`src/rtl/core/roc_pkg.sv`:
```
package roc_pkg;

	// Defaults for the top-level parameters.
	localparam int MAX_JOBS_DEF   = 64;
	localparam int NUM_RES_DEF    = 4;
	localparam int VALUE_BITS_DEF = 16;

	// Fixed port widths.
	localparam int RES_PORTS = 4;
	localparam int CNT_W     = 7;
	localparam int JOB_W     = 6;
	localparam int FIELD_W   = 16;
	localparam int SET_W     = 64;

	// Reset values of the registers.
	localparam int JOB_COUNT_RST = 64;
	localparam int CAP_RST       = 65535;

	// Register indexes (byte address / 4).
	localparam logic [2:0] REG_JOB_COUNT = 3'd0;
	localparam logic [2:0] REG_CAP0      = 3'd1;
	localparam logic [2:0] REG_CAP1      = 3'd2;
	localparam logic [2:0] REG_CAP2      = 3'd3;
	localparam logic [2:0] REG_CAP3      = 3'd4;

	// Command codes.
	localparam logic OP_LOAD  = 1'b0;
	localparam logic OP_CHECK = 1'b1;

endpackage

```
`src/rtl/core/roc_cell.sv`:
```
module roc_cell #(
	parameter int MAX_JOBS      = 64,
	parameter int NUM_RESOURCES = 4,
	parameter int VALUE_BITS    = 16,
	parameter int CELL_ID       = 0
) (
	input  logic                                                       clk,
	input  logic                                                       arst_n,
	input  logic                                                       ld_en,
	input  logic [VALUE_BITS-1:0]                                      ld_start,
	input  logic [VALUE_BITS-1:0]                                      ld_dur,
	input  logic [NUM_RESOURCES*VALUE_BITS-1:0]                        ld_dem,
	input  logic [roc_pkg::CNT_W-1:0]                                  last_idx,
	input  logic                                                       v_in,
	input  logic [VALUE_BITS-1:0]                                      t_in,
	input  logic [$clog2(MAX_JOBS)-1:0]                                idx_in,
	input  logic [MAX_JOBS-1:0]                                        set_in,
	input  logic [NUM_RESOURCES*(VALUE_BITS+$clog2(MAX_JOBS))-1:0]     sum_in,
	output logic                                                       v_out,
	output logic [VALUE_BITS-1:0]                                      t_out,
	output logic [$clog2(MAX_JOBS)-1:0]                                idx_out,
	output logic [MAX_JOBS-1:0]                                        set_out,
	output logic [NUM_RESOURCES*(VALUE_BITS+$clog2(MAX_JOBS))-1:0]     sum_out
);
	import roc_pkg::*;

	localparam int JW = $clog2(MAX_JOBS);
	localparam int SW = VALUE_BITS + JW;
	localparam logic [MAX_JOBS-1:0] OWN_BIT = MAX_JOBS'(1) << CELL_ID;

	logic [VALUE_BITS-1:0]               start_q;
	logic [VALUE_BITS-1:0]               dur_q;
	logic [NUM_RESOURCES*VALUE_BITS-1:0] dem_q;
	logic                                in_range;
	logic                                runs;
	logic                                act;

	always_ff @(posedge clk) begin
		if (ld_en) begin
			start_q <= ld_start;
			dur_q   <= ld_dur;
			dem_q   <= ld_dem;
		end
	end

	// A real job runs at instant t when it started at or before t and ends after t.
	always_comb begin
		in_range = (CELL_ID >= 1) && (CNT_W'(CELL_ID) <= last_idx);
		runs     = ({1'b0, start_q} <= {1'b0, t_in}) &&
		           (({1'b0, start_q} + {1'b0, dur_q}) > {1'b0, t_in});
		act      = (idx_in == JW'(CELL_ID)) || (in_range && runs);
	end

	always_ff @(posedge clk or negedge arst_n) begin
		if (!arst_n) begin
			v_out <= 1'b0;
		end else begin
			v_out <= v_in;
		end
	end

	always_ff @(posedge clk) begin
		t_out   <= t_in;
		idx_out <= idx_in;
		set_out <= act ? (set_in | OWN_BIT) : set_in;
		for (int k = 0; k < NUM_RESOURCES; k++) begin
			sum_out[k*SW +: SW] <= sum_in[k*SW +: SW] +
				(act ? SW'(dem_q[k*VALUE_BITS +: VALUE_BITS]) : SW'(0));
		end
	end

endmodule

```
`config.mk`:
```
export PLATFORM = sky130hd
export DESIGN_NAME = roc_cell
export DESIGN_NICKNAME = d
export VERILOG_FILES = /design/src/rtl/core/roc_pkg.sv /design/src/rtl/core/roc_cell.sv
export SDC_FILE = /design/constraint.sdc
export NUM_CORES = 1
export LEC_CHECK = 0
export ABC_AREA = 1
export ABC_CLOCK_PERIOD_IN_PS = 4130
export BUFFER_PORTS_ARGS = -buffer_cell sky130_fd_sc_hd__buf_4
export CORE_AREA = 4 4 174 176
export CTS_CLUSTER_DIAMETER = 30
export DETAILED_ROUTE_END_ITERATION = 8
export DIE_AREA = 0 0 178 180
export PLACE_DENSITY = 0.75
export SLEW_MARGIN = 40
export SYNTH_ARGS = -nofsm -noshare
export SYNTH_HDL_FRONTEND = slang
export SYNTH_SLANG_ARGS = --single-unit
```
`constraint.sdc`:
```
create_clock -name clk -period 4.13 [get_ports clk]
set_input_delay 0.413 -clock clk [delete_from_list [all_inputs] [get_ports clk]]
set_output_delay 0.413 -clock clk [all_outputs]
set_load 0.01 [all_outputs]
```
==> results by stage <==
Synth:
- The synthesized flop and latch total is ~240.
- The number of standard cells after synthesis is around 1.4k.
- The prevailing post-synth register cell is sky130_fd_sc_hd__dfxtp_1.
- In the synthesized netlist, the cells that appear most often are sky130_fd_sc_hd__nand2_1, sky130_fd_sc_hd__inv_1, sky130_fd_sc_hd__dfxtp_1.
- After synthesis, the largest family of logic cells by area is simple AND/OR/NAND/NOR gates.
- The cell type with the highest aggregate area in the netlist is sky130_fd_sc_hd__dfxtp_1.
- Of the total synthesized cell area, the portion taken by AND, OR, NAND and NOR gates is 0.2767.
- The number of nets in the synthesized netlist is about 1.8k.
- The number of warnings reported in the yosys synthesis log is 0.
- The cell area after synthesis is about 11,000 sq um.
- The async set-or-reset flop fraction in the synthesized netlist is 0.004184.
- The post-synthesis area per instance is between 7 and 8 sq um.
- After synthesis, the netlist uses 28 different library cells.
- The synthesized-area fraction occupied by xor and xnor cells is 0.03399.
- The share of synthesized area occupied by flip-flops and latches is 0.4917.
- Ranked by total cell area, the synthesized netlist is headed by sky130_fd_sc_hd__dfxtp_1, sky130_fd_sc_hd__edfxtp_1, sky130_fd_sc_hd__nand2_1.
- Of the total synthesized cell area, the portion taken by full adders, half adders and majority gates is 0.07976.
- The portion of synthesized cell area occupied by the leading cell type is 0.3154.
- The number of synthesized flops with an enable pin is 64.
- The mux cell area share after synthesis is 0.
- The post-synthesis compound-gate area fraction was 0.02799.
- sky130_fd_sc_hd__nand2_1 is the most common cell in the netlist.

Power:
- The power density of the placed cells is approximately 420 nW/um^2.
- The leakage power summed over all cells is 0.009259 uW.
- The largest voltage drop on the vdd net is around 0.00039 V.

Floorplanning:
- The die span in y is roughly 180 um.
- The width of the die is about 180 um.
- The placeable core region is about 29,000 sq um.
- The number of standard-cell rows in the floorplan is between 60 and 70.
- The die area is 32,040 sq um.
- During I/O placement, the number of pins put on the boundary was ~460.
- The initial standard-cell utilization of the core is 0.3858.

Finish:
- The finished cells cover 17,220 sq um.
- The area growth from synthesis to layout is 55.94%.
- The repair_antennas step left the layout with diodes totalling 0.
- The fraction of final layout cells sized beyond drive strength 1 is 0.2657.
- In the final design database the tool counted ~2.3k nets.

CTS:
- The latest clock arrival within the worst-skew pair is about 0.55 ns.
- The total of cells resized after clock tree synthesis is 0.
- The count of H-tree levels built during CTS is 2.
- After clock tree synthesis, the clock-pin slew on the worst setup and hold paths is 0.06 ns.
- The hold buffer count at cts is 86.
- The clock tree from TritonCTS is yes.
- The TritonCTS sink count is 239.
- The number of buffers inserted during clock tree synthesis is 51.
- The tree is rooted in a sky130_fd_sc_hd__clkbuf_16.
- The buffers inserted during post-CTS setup optimization is 0.
- Counting along the longest clock path gives a buffer depth of 3.

Route:
- For this block, the initial DRC count from the detailed router was ~570.
- In the routed layout, each cell is associated on average with a via count of 4.576.
- The routed design has around 37,000 um of wire.
- The number of vias after detailed routing is roughly 11k.
- Once detail routing completed, the nets flagged for antenna violations numbered 0.
- The average wire per standard cell is approximately 16 um.
- The number of remaining DRC errors is 0.
- The iteration count of the initial detailed-routing pass is 5.

GRT:
- Entering global routing, the biggest net connects 65 pins.
- The total congestion overflow after global routing is 0.
- The total global-route track usage is 0.2248.
- The first global-routing pass estimated 57,390 um of wire.
- The number of antenna violations at the first check in global routing is 0.
- The number of global-route vias before repair is around 11k.

Timing:
- The clock skew after layout is roughly 0.033 ns.
- The slew at the pin closest to its max-slew limit is 0.6954 ns.
- The worst path needs around 3.3 ns of the cycle, external delays included.
- The count of final hold-check violations is 0.
- Setup violations remaining at the end of the flow were counted as 0.
- The maximum clock frequency is a little over 0.3 GHz.
- Setup repair after global routing left no endpoint under its margin.
- The headroom to the max-slew limit is 0.5364.
- The summed negative setup slack over all endpoints is 0 ns.
- The final max-slew violation count is 0.
- In the finished design, the share of the clock period the worst path needs comes to 0.7885.

Worst setup path:
- The startpoint type of the worst setup path is a primary input.
- Data arrives at the worst endpoint at approximately 3.7 ns.
- STA puts the critical path data required time at 4.59 ns.
- STA classifies the critical path endpoint as a flip-flop.
- The path type of the worst setup path is in2reg.
- In this run the worst path has a maximum fanout of 32.

Flow run:
- The number of maximum-capacitance violations is 0.

Placed design:
- The congestion estimate from routability-driven global placement came to 0.9065.
- In this run the cell area measured after placement is 14,640 sq um.
- Detailed placement ended at an HPWL of approximately 27,000 um.
- During placement, the flow inserted port buffers numbering about 420.

Worst hold path:
- The kind of path behind the tightest hold check is in2reg.

Status:
- The flow ran to the end, and the final reports show no timing, DRC or antenna violations.
[area by class of cell]
cell class | count | area [sq um]
inverters | 255 | 957.2
fillers | 2333 | 11400
clock inverters | 38 | 369.1
well taps | 384 | 480.5
multi-input cells | 914 | 4621
clock buffers | 58 | 1343
flip-flops and latches | 239 | 5430
repair buffers | 506 | 4020
[cell usage in the layout (no fill, tap or decap), types with 9 or more instances in the layout]
cell type                       synthesis  routed
sky130_fd_sc_hd__a21oi_1               44      44
sky130_fd_sc_hd__nand3_1               79      79
sky130_fd_sc_hd__ha_1                  64      64
sky130_fd_sc_hd__xnor2_1                9       9
sky130_fd_sc_hd__edfxtp_1              64      64
sky130_fd_sc_hd__nor3_1                16      16
sky130_fd_sc_hd__nand2_1              437     437
sky130_fd_sc_hd__o21ai_0               10      10
sky130_fd_sc_hd__clkbuf_16              0      51
sky130_fd_sc_hd__nand4_1               11      11
sky130_fd_sc_hd__dfxtp_1              174     174
sky130_fd_sc_hd__xor2_1                32      32
sky130_fd_sc_hd__inv_1                254     254
sky130_fd_sc_hd__dlygate4sd3_1          0      87
sky130_fd_sc_hd__and2_1                13      13
sky130_fd_sc_hd__nand2_2                9       9
sky130_fd_sc_hd__nor2_1               161     161
sky130_fd_sc_hd__buf_4                  0     418
[worst max-delay path, cell delays in order]
cell and delay (ns):
sky130_fd_sc_hd__dlygate4sd3_1 0.58, sky130_fd_sc_hd__buf_4 0.16, sky130_fd_sc_hd__nor2_1 0.09, sky130_fd_sc_hd__and3_1 0.14
sky130_fd_sc_hd__buf_4 0.19, sky130_fd_sc_hd__inv_2 0.26, sky130_fd_sc_hd__nor2_1 0.20, sky130_fd_sc_hd__ha_1 0.29
sky130_fd_sc_hd__inv_1 0.09, sky130_fd_sc_hd__fa_1 0.44, sky130_fd_sc_hd__inv_1 0.12, sky130_fd_sc_hd__nand2_1 0.06
sky130_fd_sc_hd__nand2_1 0.07, sky130_fd_sc_hd__and2_1 0.18, sky130_fd_sc_hd__nand3_1 0.09, sky130_fd_sc_hd__nand2_1 0.13
sky130_fd_sc_hd__xor2_1 0.19
[state kept, by name (all words and copies together) (netlist names)]
register	cells
t_out	16
dem_q	64
v_out	1
set_out	64
idx_out	6
sum_out	88
[routing by layer]
layer	GRT usage	up-vias	wire, um
li1	-	5475	-
met1	0.2552	5000	14320
met2	0.4013	411	18810
met3	0.06239	70	2901
met4	0.07890	0	1185
met5	0	-	0
[through the flow]
stage / utilization / cells / setup slack [ns] / total power, uW / hold WS, ns
after floorplan: - / 1415 / 1.662 / 2888 / 0.1174
after global placement: 0.5112 / 2211 / 0.9313 / 3304 / 0.1906
after detailed placement: 0.5114 / 2211 / 0.9070 / 3316 / 0.1919
after CTS: 0.6012 / 2393 / 0.8893 / 7315 / 0.002513
after global routing: 0.6016 / 2394 / 0.5794 / 7564 / 0.003168
final: 0.6016 / 2394 / 0.8733 / 7291 / 0.02795
[final timing paths]
path                                 start     endpoint  slack [ns]  cells past startpoint
worst max-delay path             idx_in[1]  sum_out[78]        0.87                     17
worst min-delay path            ld_dem[30]    dem_q[30]        0.03                      1
worst max register to register   dem_q[48]  sum_out[78]        1.86                     12
worst min register to register   dem_q[32]  sum_out[44]        0.60                      3
max in group asynchronous           arst_n        v_out        3.85                      2
min in group asynchronous           arst_n        v_out        0.20                      2
[where the power goes]
| group | leakage [uW] | internal [uW] | switching (uW) | total (uW) |
|---|---|---|---|---|
| combinational | 0.00632 | 395 | 348 | 743 |
| sequential | 0.00211 | 2570 | 48.6 | 2620 |
| clock | 0.000838 | 2510 | 1420 | 3930 |
[kinds of logic (layout without fill, tap and decap cells)]
kind of cell | count (synthesis) | in the layout
compound gates | 59 | 59
xor+xnor | 42 | 42
fa+ha+maj | 68 | 68
buf+inv | 262 | 857
flops | 239 | 239
simple gates | 745 | 745
No activity file was read; power rests on OpenSTA's default activity.
