==> src/rtl/core/roc_pkg.sv <==
package roc_pkg;

	// Defaults for the top-level parameters.
	localparam int MAX_JOBS_DEF   = 64;
	localparam int NUM_RES_DEF    = 4;
	localparam int VALUE_BITS_DEF = 16;

	// Fixed port widths.
	localparam int RES_PORTS = 4;
	localparam int CNT_W     = 7;
	localparam int JOB_W     = 6;
	localparam int FIELD_W   = 16;
	localparam int SET_W     = 64;

	// Reset values of the registers.
	localparam int JOB_COUNT_RST = 64;
	localparam int CAP_RST       = 65535;

	// Register indexes (byte address / 4).
	localparam logic [2:0] REG_JOB_COUNT = 3'd0;
	localparam logic [2:0] REG_CAP0      = 3'd1;
	localparam logic [2:0] REG_CAP1      = 3'd2;
	localparam logic [2:0] REG_CAP2      = 3'd3;
	localparam logic [2:0] REG_CAP3      = 3'd4;

	// Command codes.
	localparam logic OP_LOAD  = 1'b0;
	localparam logic OP_CHECK = 1'b1;

endpackage

==> src/rtl/core/roc_judge.sv <==
module roc_judge #(
	parameter int MAX_JOBS      = 64,
	parameter int NUM_RESOURCES = 4,
	parameter int VALUE_BITS    = 16
) (
	input  logic                                                   clk,
	input  logic                                                   arst_n,
	input  logic                                                   clr,
	input  logic [roc_pkg::CNT_W-1:0]                              last_idx,
	input  logic [NUM_RESOURCES*VALUE_BITS-1:0]                    cap_flat,
	input  logic                                                   v_in,
	input  logic [$clog2(MAX_JOBS)-1:0]                            idx_in,
	input  logic [MAX_JOBS-1:0]                                    set_in,
	input  logic [NUM_RESOURCES*(VALUE_BITS+$clog2(MAX_JOBS))-1:0] sum_in,
	output logic                                                   result_valid,
	output logic [roc_pkg::JOB_W-1:0]                              checked_job,
	output logic [roc_pkg::SET_W-1:0]                              active_set,
	output logic [roc_pkg::RES_PORTS-1:0]                          overload_mask,
	output logic                                                   any_overload,
	output logic                                                   last
);
	import roc_pkg::*;

	localparam int JW = $clog2(MAX_JOBS);
	localparam int SW = VALUE_BITS + JW;

	logic [RES_PORTS-1:0] mask;
	logic                 any_q;
	logic                 any_new;

	always_comb begin
		mask = '0;
		for (int k = 0; k < NUM_RESOURCES; k++) begin
			mask[k] = sum_in[k*SW +: SW] > SW'(cap_flat[k*VALUE_BITS +: VALUE_BITS]);
		end
		any_new = any_q | (|mask);
	end

	always_ff @(posedge clk or negedge arst_n) begin
		if (!arst_n) begin
			result_valid <= 1'b0;
			any_q        <= 1'b0;
		end else begin
			result_valid <= v_in;
			if (clr) begin
				any_q <= 1'b0;
			end else if (v_in) begin
				any_q <= any_new;
			end
		end
	end

	always_ff @(posedge clk) begin
		if (v_in) begin
			checked_job   <= JOB_W'(idx_in);
			active_set    <= SET_W'(set_in);
			overload_mask <= mask;
			any_overload  <= any_new;
			last          <= (CNT_W'(idx_in) == last_idx);
		end
	end

endmodule

==> config.mk <==
export PLATFORM = sky130hd
export DESIGN_NAME = roc_judge
export DESIGN_NICKNAME = d
export VERILOG_FILES = /design/src/rtl/core/roc_pkg.sv /design/src/rtl/core/roc_judge.sv
export SDC_FILE = /design/constraint.sdc
export NUM_CORES = 1
export LEC_CHECK = 0
export BUFFER_PORTS_ARGS = -buffer_cell sky130_fd_sc_hd__buf_2
export CAP_MARGIN = 10
export CORE_AREA = 2 2 122 124
export CTS_CLUSTER_DIAMETER = 150
export DETAILED_ROUTE_END_ITERATION = 10
export DIE_AREA = 0 0 124 126
export PLACE_DENSITY = 0.59
export SYNTH_ARGS = -nofsm -noshare
export SYNTH_HDL_FRONTEND = slang
export SYNTH_SLANG_ARGS = --single-unit
==> constraint.sdc <==
create_clock -name clk -period 2.3 [get_ports clk]
set_clock_uncertainty 0.15 [all_clocks]
set_input_delay 0.345 -clock clk [delete_from_list [all_inputs] [get_ports clk]]
set_output_delay 0.345 -clock clk [all_outputs]
set_load 0.02 [all_outputs]
==> flow_summary.yaml, run 1 <==
outcome:
  status: "finished clean"
floorplanning:
  ios: 310
  start_util: 0.290
  dieArea_sq_um: 15600
  fp-row-count: 44
  die_h_um: 126
  core-area_sq_um: 14300
  dieWidth_um: 124
cts:
  cts_tree: "yes"
  cts_root_buf: "clkbuf_16"
  cts_buffers: 9
  worstSkewPairLatency_ns: 0.32
  clk_path_buf_depth: 2
  htreeDepth: 3
  cts.reportedPaths.clkPinSlew_ns: 0.06
  clkSinkCount: 78
cells_and_area:
  stdcell_count: 862
  final_cell_mix: "308 x buf_2, 76 x edfxtp_1, 70 x inv_1, 64 x ha_1, 19 x a21oi_1"
  final_common_cell: "buf_2"
  num-nets-final: 969
  drive_gt1_frac: 0.513
  syn_to_final_growth_pct: 53.8
worst_setup_path:
  r2r-end: "any_overload"
  worstPathMaxFanout: 2
  max_stage_delay_ns: 0.57
  critical_path_class: "input port to flip-flop"
  endpoint_kind: "flip-flop"
  worst-r2r-cell-count: 2
  crit_start: "sum_in[43]"
  path_delay_family: "simple AND/OR/NAND/NOR gates"
  r2r_slack_ns: 1.36
  r2r_start: "any_q"
  critical_path_depth: 7
  arrival_ns: 2.03
  critPathLaunchType: "input port"
  cp.buffers_inverters: 1
  critPathSlowestCell: "or4_1"
  endpoint: "any_overload"
  worstPathCellList: "buf_2 > nor4_2 > nand4_1 > or4_1 > or2_1 > a22oi_2 > nand3_1"
  required_ns: 2.22
synth:
  netlist_instances: 335
  synth-seq-area-share: 0.562
  yosysWarnings: 0
  synth_area_sq_um: 4150
  synth-seq-cells: 78
  syn-num-nets: 632
  yosysUniqueCellTypes: 35
  synth.avg_cell_area_sq_um: 12.4
timing:
  tns_ns: 0
  setup_violations: 0
  timing_hold_violations_final: 0
  tightest_slew_ns: 0.477
  rsz0062_at_grt: "false"
  relSlewSlack: 0.682
  timing.fmax_mhz: 473
  slew_violations: 0
  min_period_over_period: 0.918
  finalCriticalPeriod_ns: 2.11
power:
  p_int_mw: 2.88
  pwr-share-clk: 0.371
  power_density_nw_per_um2: 610
  sequentialPowerShare: 0.438
  pwr-share-comb: 0.191
  p_switching_mw: 1.02
  peakVddDrop_v: 0.000312
  total_leakage_power_nw: 3.34
  switching_share: 0.261
routing:
  ant_nets: 0
  wire_per_inst_um: 13.6
  viasPerCell: 4.44
  drtIter0Drc: 110
  drc: 0
  totalWireLength_mm: 11.8
  num_vias: 3827
  dr.pass1.iters: 4
grt:
  grt_pass1_wl_mm: 17.6
  first_global_vias: 3968
  antenna_found_initial: 1
  gr-usage-all-layers: 0.145
  grt_overflow: 0
  grt_max_degree: 34
job:
  cap_violations: 0
min_path:
  hp-class: "input port to flip-flop"
placed_design:
  hpwl_mm: 10.2
  io_buffers: 309
  dp_cells: 844
  gp_congestion: 0.837
## power groups by stage
stage          sequential, mW  combinational [mW]  clock, mW
6_report                 1.70               0.744       1.45
5_1_grt                  1.72               0.834       1.56
4_1_cts                  1.71               0.756       1.49
3_5_place_dp             1.74               0.751          0
3_3_place_gp             1.73               0.732          0
2_1_floorplan            1.88               0.194          0
## kinds of logic (layout without fill, tap and decap cells)
family | count (synthesis) | after routing | share of synthesized area
AOI/OAI and AO/OA | 49 | 49 | 0.0805
xor gates and xnor gates | 6 | 6 | 0.0127
adders and majority gates | 64 | 64 | 0.193
buffers and inverters | 70 | 412 | 0.0633
DFF | 78 | 78 | 0.562
other | 0 | 1 | 0
and+or+nand+nor | 68 | 68 | 0.0889
## state kept, by name (all words and copies together) (netlist names)
| signal | flops |
|---|---|
| active_set | 64 |
| any_overload | 1 |
| last | 1 |
| overload_mask | 4 |
| result_valid | 1 |
| any_q | 1 |
| checked_job | 6 |
## routing by layer
layer | GRT usage | vias to the layer above | wire (um)
met5 | 0 | - | 0
met4 | 0.0476 | 0 | 225
met3 | 0.0421 | 16 | 1220
met2 | 0.276 | 199 | 5960
met1 | 0.148 | 1723 | 4350
li1 | - | 1889 | -
## cell usage after synthesis, drive strengths merged
| master | n | share of area |
|---|---|---|
| a211o | 4 | 0.0084 |
| a211oi | 3 | 0.0054 |
| a21o | 6 | 0.011 |
| a21oi | 19 | 0.023 |
| a221o | 1 | 0.0024 |
| a221oi | 2 | 0.0042 |
| a22oi | 2 | 0.0048 |
| a311oi | 1 | 0.0036 |
| and2 | 4 | 0.0063 |
| and3 | 2 | 0.0033 |
| and4 | 3 | 0.0063 |
| dfrtp | 2 | 0.012 |
| edfxtp | 76 | 0.55 |
| ha | 64 | 0.19 |
| inv | 70 | 0.063 |
| nand2 | 16 | 0.014 |
| nand2b | 2 | 0.0030 |
| nand3 | 9 | 0.011 |
| nand4 | 10 | 0.015 |
| nor2 | 9 | 0.0081 |
| nor2b | 1 | 0.0015 |
| nor3 | 2 | 0.0024 |
| nor4 | 6 | 0.011 |
| o211a | 1 | 0.0024 |
| o211ai | 2 | 0.0036 |
| o21ai | 6 | 0.0072 |
| o221ai | 1 | 0.0021 |
| o311a | 1 | 0.0024 |
| or2 | 1 | 0.0015 |
| or4 | 3 | 0.0054 |
| xor2 | 6 | 0.013 |
## worst reg2reg max path, stage by stage (launching register included)
cell,delay [ns]
dfrtp_1,0.38
inv_1,0.08
nand3_1,0.07
## cell type report
cell class              count  area, sq um
clock inverters             7         80.1
diodes                      1         2.50
flip-flops and latches     78         2330
inverters                  70          263
multi-input cells         187         1560
fillers                  1398         7930
clock buffers               9          225
repair buffers            326         1690
well taps                 184          230
## worst min-delay path by stage
stage          startpoint              to  slack (ns)  cells after the start
2_1_floorplan      arst_n           any_q       -0.10                      0
4_1_cts               clr           any_q        0.01                      2
3_3_place_gp       arst_n    result_valid      -0.007                      1
6_report              clr           any_q        0.02                      2
5_1_grt        set_in[21]  active_set[21]        0.02                      1
3_5_place_dp       arst_n    result_valid      -0.005                      1
## per-stage QoR
| stage | setup slack (ns) | instance area, sq um | hold slack (ns) | total power [mW] | util |
|---|---|---|---|---|---|
| final | 0.188 | 6390 | 0.0229 | 3.89 | 0.446 |
| after CTS | 0.160 | 6380 | 0.0138 | 3.95 | 0.446 |
| after global routing | 0.0687 | 6390 | 0.0192 | 4.11 | 0.446 |
| after floorplan | 0.0294 | 4150 | -0.101 | 2.07 | - |
| after global placement | -0.158 | 6060 | -0.00747 | 2.46 | 0.424 |
| after detailed placement | -0.182 | 6060 | -0.00529 | 2.49 | 0.424 |
## repair_timing
| action | in CTS | in global routing |
|---|---|---|
| endpoints found under the setup margin | 0 | 1 |
| buffers inserted | 0 | 0 |
| resized for setup | 0 | 1 |
| hold buffers | 1 | 0 |
| endpoints found under the hold margin | 2 | 0 |
(Power assumes the default switching activity.)
==> run 2: changes to the inputs <==
--- a/config.mk
+++ b/config.mk
@@ -5,7 +5,7 @@
 export SDC_FILE = /design/constraint.sdc
 export NUM_CORES = 1
 export LEC_CHECK = 0
-export BUFFER_PORTS_ARGS = -buffer_cell sky130_fd_sc_hd__buf_2
+export BUFFER_PORTS_ARGS = -buffer_cell sky130_fd_sc_hd__buf_4
 export CAP_MARGIN = 10
 export CORE_AREA = 2 2 122 124
 export CTS_CLUSTER_DIAMETER = 150
==> flow_summary.yaml, run 2 (synthesized netlist as in run 1, its figures left out) <==
power:
  power_density_nw_per_um2: 579
  peakVddDrop_v: 0.000349
  power.total_mw: 4.15
  total_leakage_power_nw: 3.62
cells_and_area:
  nFillCells: 1331
  top_register: "active_set"
  final_common_cell: "buf_4"
  final_util: 0.501
  largest_reg_flops: 64
  num-nets-final: 968
  syn_to_final_growth_pct: 72.6
  drive_gt1_frac: 0.510
  final_cell_mix: "323 x buf_4, 76 x edfxtp_1, 70 x inv_1, 64 x ha_1, 19 x a21oi_1"
  num_antenna_cells: 0
  reg_top3: "active_set x64, checked_job x6, overload_mask x4"
placed_design:
  io_buffers: 309
  gp_congestion: 0.826
  hpwl_mm: 10.9
worst_setup_path:
  crit_start: "cap_flat[35]"
  critPathLaunchType: "input port"
  critPathSlowestCell: "o311a_1"
  endpoint_kind: "flip-flop"
  required_ns: 2.35
  r2r_start: "any_q"
  arrival_ns: 2.17
  critical_path_class: "input port to flip-flop"
  worstPathMaxFanout: 2
  max_stage_delay_ns: 0.33
  worstPathCellList: "buf_4 > inv_1 > ha_1 > a211oi_1 > nor2_1 > o311a_1 > a211o_1 > a22oi_1 > buf_4 > a311oi_2"
  r2r_slack_ns: 1.36
  crit_top_cell: "buf_4"
cts:
  cts_buffers: 9
  worstSkewPairLatency_ns: 0.33
  htreeDepth: 3
  clk_path_buf_depth: 2
  ctsResizeCount: 0
  postCtsSetupBuffers: 0
  cts_root_buf: "clkbuf_16"
  clkSinkCount: 78
  cts.reportedPaths.clkPinSlew_ns: 0.06
  cts_tree: "yes"
grt:
  gr-usage-met2: 0.285
  grtUsageMet3: 0.0553
  antenna_found_initial: 0
  first_global_vias: 3839
  grt_pass1_wl_mm: 18.0
  gr-usage-all-layers: 0.150
  grt_max_degree: 37
  grt_overflow: 0
  busiest_layer: "met2"
  grt_use_met1: 0.150
floorplanning:
  core-area_sq_um: 14300
  dieArea_sq_um: 15600
  dieWidth_um: 124
  ios: 310
  fp-row-count: 44
  die_h_um: 126
  start_util: 0.290
timing:
  tightest_slew_ns: 0.398
  timing.fmax_mhz: 470
  worst_hold_slack_ns: 0.0149
  setup_violations: 0
  slew_violations: 0
  rsz0062_at_grt: "false"
  finalCriticalPeriod_ns: 2.13
  relSlewSlack: 0.735
  timing_hold_violations_final: 0
  min_period_over_period: 0.924
routing:
  num_vias: 3769
  dr.pass1.iters: 4
  wire_per_inst_um: 14.3
  totalWireLength_mm: 12.3
  ant_nets: 0
  drc: 0
  viasPerCell: 4.38
  drtIter0Drc: 112
outcome:
  status: "finished clean"
job:
  cap_violations: 0
min_path:
  hp-start: "clr"
  hp-class: "input port to flip-flop"
-- run 2: timing repair --
item                                    CTS  global route
endpoints found under the hold margin     2             0
hold buffers                              1             0
endpoints found under the setup margin    0             0
-- run 2: cell type report --
class                           instances  area, sq um  area share
Sequential cell                        78         2330       0.326
Inverter                               70          263      0.0367
Clock buffer                            9          225      0.0314
Clock inverter                          7          103      0.0143
Tap cell                              184          230      0.0321
Multi-Input combinational cell        187         1560       0.217
Timing Repair Buffer                  325         2450       0.343
-- run 2: final timing paths --
path                                endpoint  depth (start not counted)
worst min-delay path                   any_q                          2
min in group asynchronous              any_q                          2
max in group asynchronous       result_valid                          2
worst max register to register  any_overload                          2
worst max-delay path                   any_q                         10
worst min register to register  any_overload                          2
-- run 2: where the power goes --
group / switching [mW] / total, mW / internal [mW]
Clock: 0.569 / 1.54 / 0.967
Sequential: 0.0311 / 1.71 / 1.68
Combinational: 0.400 / 0.904 / 0.504
Total: 1.00 / 4.15 / 3.15
-- run 2: per-stage QoR --
stage	setup TNS [ns]	std cells	cell area [sq um]	setup WS, ns
CTS	0	860	7160	0.149
global route	0	860	7160	0.000780
detailed placement	-0.429	843	6830	-0.208
floorplan	0	335	4150	0.0294
global placement	-0.325	843	6830	-0.166
finish	0	860	7160	0.174
-- run 2: worst max-delay path, delay by kind of cell --
kind / cells / cell delay, ns
fa+ha+maj: 1 / 0.29
simple gates: 1 / 0.07
buf+inv: 3 / 0.26
compound gates: 5 / 1.19
-- run 2: per-layer routing --
metal	wire (um)	vias up
met1	4240	1685
met4	158	0
met2	6510	184
met5	0	-
li1	-	1889
met3	1420	11
